--- src/hw/rtl/pdc_pkg.sv ---
// ----------------------------------------------------------------------------
// Point density classifier package
// Shared types, constants and codes for the point density classifier.
// ----------------------------------------------------------------------------
package pdc_pkg;

  // Capacity and field widths.
  localparam int PDC_MAX_POINTS = 64;
  localparam int PDC_COORD_W    = 24;
  localparam int PDC_SQ_W       = 2 * PDC_COORD_W;
  localparam int PDC_RADIUS_W   = 51;
  localparam int PDC_LEVEL_W    = 7;
  localparam int PDC_INDEX_W    = 6;
  localparam int PDC_CFG_IDX_W  = 2;

  // Reset values of the configuration registers.
  localparam logic [PDC_RADIUS_W-1:0] PDC_RADIUS_RST   = 51'd4194304;
  localparam logic [PDC_LEVEL_W-1:0]  PDC_CRITICAL_RST = 7'd10;
  localparam logic [PDC_LEVEL_W-1:0]  PDC_MARGINAL_RST = 7'd5;

  // Configuration register indexes.
  localparam logic [PDC_CFG_IDX_W-1:0] CFG_RADIUS_SQUARED = 2'd0;
  localparam logic [PDC_CFG_IDX_W-1:0] CFG_CRITICAL_LEVEL = 2'd1;
  localparam logic [PDC_CFG_IDX_W-1:0] CFG_MARGINAL_LEVEL = 2'd2;

  // Severity codes.
  localparam logic [1:0] SEV_NONE     = 2'd0;
  localparam logic [1:0] SEV_MARGINAL = 2'd1;
  localparam logic [1:0] SEV_CRITICAL = 2'd2;

  // Input transaction payload.
  typedef struct packed {
    logic signed [PDC_COORD_W-1:0] point_x;
    logic signed [PDC_COORD_W-1:0] point_y;
    logic                          last_point;
  } pdc_in_t;

  // Result transaction payload.
  typedef struct packed {
    logic [PDC_INDEX_W-1:0] point_index;
    logic [PDC_LEVEL_W-1:0] density;
    logic [1:0]             severity;
    logic                   last_result;
  } pdc_out_t;

  // Commands from the controller to the datapath.
  typedef struct packed {
    logic wr_en;    // store the incoming point
    logic issue;    // a pair (i, j) enters the distance pipeline
    logic first_j;  // first pair of a row
    logic last_j;   // last pair of a row
    logic last_i;   // row of the final stored point
  } pdc_cmd_t;

  // Controller states.
  typedef enum logic [1:0] {
    ST_LOAD,
    ST_EVAL,
    ST_DRAIN
  } pdc_state_t;

endpackage

--- src/hw/rtl/pdc_ctrl.sv ---
// ----------------------------------------------------------------------------
// Point density classifier controller
// Counts loaded points and sequences the pair sweep over the stored set.
// ----------------------------------------------------------------------------
module pdc_ctrl import pdc_pkg::*; #(
  parameter int MAX_POINTS = PDC_MAX_POINTS,
  localparam int IDX_W     = (MAX_POINTS > 1) ? $clog2(MAX_POINTS) : 1,
  localparam int CNT_W     = $clog2(MAX_POINTS + 1)
) (
  input  logic             clk,
  input  logic             rst_n,
  input  logic             start,
  input  logic             last_point,
  input  logic             pipe_active,
  output logic             busy,
  output pdc_cmd_t         cmd,
  output logic [IDX_W-1:0] wr_addr,
  output logic [IDX_W-1:0] rd_i,
  output logic [IDX_W-1:0] rd_j
);

  pdc_state_t       state_r, state_nxt;
  logic [CNT_W-1:0] count_r, count_nxt;
  logic [IDX_W-1:0] i_r, i_nxt;
  logic [IDX_W-1:0] j_r, j_nxt;
  logic             row_end;
  logic             set_end;

  // Sweep position compared against the last held point.
  assign row_end = (CNT_W'(j_r) == (count_r - CNT_W'(1)));
  assign set_end = (CNT_W'(i_r) == (count_r - CNT_W'(1)));

  assign busy    = (state_r != ST_LOAD);
  assign wr_addr = count_r[IDX_W-1:0];
  assign rd_i    = i_r;
  assign rd_j    = j_r;

  // State and counter registers.
  always_ff @(posedge clk) begin
    if (!rst_n) begin
      state_r <= ST_LOAD;
      count_r <= '0;
      i_r     <= '0;
      j_r     <= '0;
    end else begin
      state_r <= state_nxt;
      count_r <= count_nxt;
      i_r     <= i_nxt;
      j_r     <= j_nxt;
    end
  end

  // Next state and commands.
  always_comb begin
    state_nxt   = state_r;
    count_nxt   = count_r;
    i_nxt       = i_r;
    j_nxt       = j_r;
    cmd         = '0;
    case (state_r)
      ST_LOAD: begin
        if (start) begin
          // A point beyond capacity is dropped but still may close the set.
          if (count_r < CNT_W'(MAX_POINTS)) begin
            cmd.wr_en = 1'b1;
            count_nxt = count_r + CNT_W'(1);
          end
          if (last_point) begin
            state_nxt = ST_EVAL;
            i_nxt     = '0;
            j_nxt     = '0;
          end
        end
      end
      ST_EVAL: begin
        cmd.issue   = 1'b1;
        cmd.first_j = (j_r == '0);
        cmd.last_j  = row_end;
        cmd.last_i  = set_end;
        if (row_end) begin
          j_nxt = '0;
          if (set_end) begin
            state_nxt = ST_DRAIN;
          end else begin
            i_nxt = i_r + IDX_W'(1);
          end
        end else begin
          j_nxt = j_r + IDX_W'(1);
        end
      end
      ST_DRAIN: begin
        // Wait for the last pair to leave the pipeline, then empty the store.
        if (!pipe_active) begin
          state_nxt = ST_LOAD;
          count_nxt = '0;
        end
      end
      default: begin
        state_nxt = ST_LOAD;
      end
    endcase
  end

endmodule

--- config.mk ---
export PLATFORM = sky130hd
export DESIGN_NAME = pdc_ctrl
export DESIGN_NICKNAME = d
export VERILOG_FILES = /design/src/hw/rtl/pdc_pkg.sv /design/src/hw/rtl/pdc_ctrl.sv
export SDC_FILE = /design/constraint.sdc
export NUM_CORES = 1
export LEC_CHECK = 0
export ABC_AREA = 1
export BUFFER_PORTS_ARGS = -buffer_cell sky130_fd_sc_hd__clkbuf_2
export CAP_MARGIN = 20
export CORE_ASPECT_RATIO = 1.1
export CORE_MARGIN = 1
export CORE_UTILIZATION = 39
export DETAILED_ROUTE_END_ITERATION = 10
export RECOVER_POWER = 25
export SYNTH_ARGS = -nofsm -noshare
export SYNTH_HDL_FRONTEND = slang
export SYNTH_SLANG_ARGS = --single-unit
--- constraint.sdc ---
create_clock -name clk -period 4.2 [get_ports clk]
set_input_delay 0.84 -clock clk [delete_from_list [all_inputs] [get_ports clk]]
set_output_delay 0.84 -clock clk [all_outputs]
set_load 0.01 [all_outputs]
; ---- After elaboration in Yosys (flattened, before gate mapping)
; Index checks and enable logic that the tools add are counted.
[totals]
regBits = 21
out_inout_bits = 24
[classes]
add_sub_neg = 4
n_lt_le_gt_ge = 1
n_eq_ne = 11
n_mux = 21
reduce_logical = 9
[ops]
columns = cell, n
row1 = $mux W6, 5
row2 = $pmux W6 S2, 2
row3 = $mux W7, 3
row4 = $eq A6 B7 Y1, 2
row5 = $ne A2 B2 Y1 const B, 7
row6 = $pmux W7 S2, 1
row7 = $add A6 B1 Y6 const B, 2
row8 = $mux W2, 5
row9 = $reduce_and A5 Y1, 2
row10 = $add A7 B1 Y7 const B, 1
row11 = $lt A7 B7 Y1 const B, 1
row12 = $sub A7 B1 Y7 const B, 1
row13 = $logic_not A6 Y1, 1
row14 = $pmux W2 S3, 1
row15 = $reduce_bool A2 Y1, 3
row16 = $mux W4, 1
row17 = $reduce_and A4 Y1, 1
row18 = $mux W1, 3
row19 = $reduce_and A3 Y1, 1
row20 = $eq A2 B1 Y1 const B, 1
row21 = $eq A2 B2 Y1 const B, 1
row22 = $logic_not A2 Y1, 1

; ---- Longest topological paths before layout
[depth]
word_depth = 5
ltp_mapped = 16
ltp_nobuf = 16

; ---- Least setup slack after synthesis
; Ideal clock, no wire load.
[synth_path]
kind = flip-flop to output port
from = register count_r[0]
to = output port cmd[0] in the netlist's numbering
arrival_time_ns = 1.615
slack_ns = 1.745
stages_incl_launch_ff = 12
path_cell_list = dfxtp_1 inv_1 ha_1 nand2_1 inv_1 nor2_1 nand3_1 nor2_1 nand2_1 nor2_1 nand3_2 inv_1
[synth_rtl]
columns = item, line
row1 = start: declaration, pdc_ctrl.sv:23  ; logic [CNT_W-1:0] count_r, count_nxt;
row2 = start signal: assignment, pdc_ctrl.sv:47  ; count_r <= count_nxt;
row3 = end: declaration, pdc_ctrl.sv:16  ; output pdc_cmd_t cmd,

==> summary.txt <==
Status - finished, final reports clean
Port-buffer cells - 28
Fill cells - 430
Critical path launch point type - flip-flop
Commonest non-fill, non-tap cells in the layout - nand2_1 (68), nor2_1 (40), inv_1 (34), dfxtp_1 (21), nand3_1 (19)
Worst EP arrival - 2170 ps
Die Area - 0.00413 mm2
Vias post-DR - 1497
Seq/Total Area, Yosys - 0.278
CP Capture Point - cmd[0]
Number of distinct library cells after synthesis - 29
Tmin final - 3010 ps
First-pass GRT wire length - 6.02 mm
Post-Layout Cell Count - 320
Diode count - 0
Clock sinks - 21
GRT Overall Usage - 0.196
DP Wirelength - 2.88 mm
Clock Tree Buf Depth - 2
Row count - 23
Hold Path Class - flip-flop to flip-flop
Mux cell area share after synthesis - 0
Drt via density - 4.68
Max cap viols - 0
Skew-Pair Late Insertion Delay - 260 ps
Reg2Reg Launch Point - count_r[0]
Postcts setup bufs - 0
Pwr Total - 0.534 mW
Final Hold Vio Count - 0
Post-Synth XOR/XNOR Area - 0.0232
Die width - 61.3 um
Slew at the pin with the worst max-slew slack - 710 ps
Synth Area in Simple Gates - 0.463
Critical-path cell list - inv_1 > ha_1 > nand2_1 > inv_1 > nor2_1 > nand3_1 > nor2_1 > nand2_1 > nor2_1 > nand3_2 > inv_1 > clkbuf_2
Setup TNS - 0 ps
Worst EP required - 3360 ps
Core ar. - 0.00368 mm2
Yosys warns - 0
VDD IR-drop max - 0.110 mV
Initial antenna violation count - 0
Syn avg cell area - 6.16 um2
Tcrit/Tclk final - 0.716
R2R depth - 14
Setup-failing EPs final - 0
Post-CTS Hold Buffers - 0
Compound-cell area share of the yosys netlist - 0.0638
CTS Buf Count - 3
Slew Viols, Final - 0
CTS tree - built
RSZ-0062 raised after global routing - false
Hold Path Cell Cnt - 2
Mapped Area - 0.00151 mm2
Share of post-route cells with drive strength above 1 - 0.130
DR iter-0 viols - 52
Flop2flop setup slack - 2070 ps
NumNets Final - 281
Total nets after synthesis - 255
Drt wl/cell - 11.3 um
Worst flop-to-flop path endpoint - rd_i[0]
DRT Pass-1 Iters - 4
Achievable Freq - 0.332 GHz
Crit path launch - count_r[0]
Total grt overflow - 0
Slowest-stage cell, CP - dfxtp_1
I/O pins - 29
Biggest cell delay along the critical path - 490 ps
Residual DRC - 0
Placed cell count - 316
P_leak - 0.854 nW
Vias in the first global route - 1368
P&R area growth vs syn - 11.9%
Pwr per Cell Area - 316 mW/mm2
Gpl congestion - 0.808
ANT nets after route - 0
Clock slew at reported path FFs - 80 ps
Hold Slack - 554 ps
Dpl ws - 1480 ps
Gate Count Post-Synth - 245
Synthesized-area fraction occupied by adder cells - 0.0414
Seq cells post-synth - 21
Final setup margin - 1190 ps
Relative slew slack - 0.523
Commonest non-fill, non-tap cell in the layout - nand2_1
Post-Route WL - 3.61 mm
Post-cts sizing count - 0
Crit path capture type - output port
EDFF count, synth - 0
Clock skew - 1.89 ps
Crit Path Max Fanout - 8
Most used flip-flop cell after synthesis - dfxtp_1
Main combinational cell family by area after synthesis - simple AND/OR/NAND/NOR gates
Initial Utilization - 0.410
Largest net degree at the start of global routing - 12
Async S/R FF share, synth - 0
WS Path Type - flip-flop to output port
Chip height - 67.3 um
CTS H-tree lvls - 1
Root buf cell - clkbuf_8
state kept, by name, indices dropped and copies added (netlist names):
name     flops
rd_i         6
count_r      7
rd_j         6
state_r      2
cell usage after synthesis, drive strengths merged (3+ instances only):
library cell | instances | area share
nor4 | 3 | 0.012
nand4 | 3 | 0.012
nor3b | 4 | 0.023
dfxtp | 21 | 0.28
nor3 | 7 | 0.027
buf | 8 | 0.038
o21ai | 4 | 0.013
xor2 | 4 | 0.023
nor2 | 43 | 0.12
nand3 | 21 | 0.081
a21oi | 9 | 0.030
ha | 5 | 0.041
nand2 | 72 | 0.19
inv | 37 | 0.092
worst min-delay path by stage:
stage | endpoint | from | slack (ps)
finish | rd_i[1] | rd_i[1] | 550
global route | rd_j[0] | rd_j[0] | 590
CTS | count_r[6] | count_r[6] | 560
detailed placement | count_r[6] | count_r[6] | 540
global placement | count_r[1] | count_r[1] | 530
floorplan | count_r[6] | count_r[6] | 470
routing by layer:
layer  routed length (um)  GRT usage  vias to the layer above
met5                    0          0                        -
met4                   61     0.0639                        0
met3                   82     0.0230                        6
met2                 1620      0.314                       24
met1                 1850      0.271                      652
li1                     -          -                      815
report_power, final:
part	switching, mW	internal (mW)
registers	0.0173	0.211
clock network	0.0698	0.0678
logic	0.109	0.0599
total	0.196	0.338
cells by family after synthesis:
group                    after synthesis
adder cells (fa/ha/maj)                5
AO/OA/AOI/OAI                         17
XOR/XNOR                               4
buffers and inverters                 45
AND/OR/NAND/NOR                      153
flip-flops                            21
critical path, delay by kind of cell (launching register included):
family        cells  cell delay, ps
buf+inv           4             380
fa+ha+maj         1             370
simple gates      7             670
flops             1             490
per-stage QoR:
step                       util  area (um2)
final                     0.459        1690
after global routing      0.459        1690
after CTS                 0.464        1710
after detailed placement  0.451        1660
after global placement    0.451        1660
after floorplan               -        1510
final cells by class:
class                           count  area, um2  area share
Multi-Input combinational cell    179        888       0.526
Sequential cell                    21        420       0.249
Inverter                           37        139      0.0822
Timing Repair Buffer               29        135      0.0799
Tap cell                           50       62.6      0.0370
Clock buffer                        4       45.0      0.0266
(Power assumes the default switching activity.)
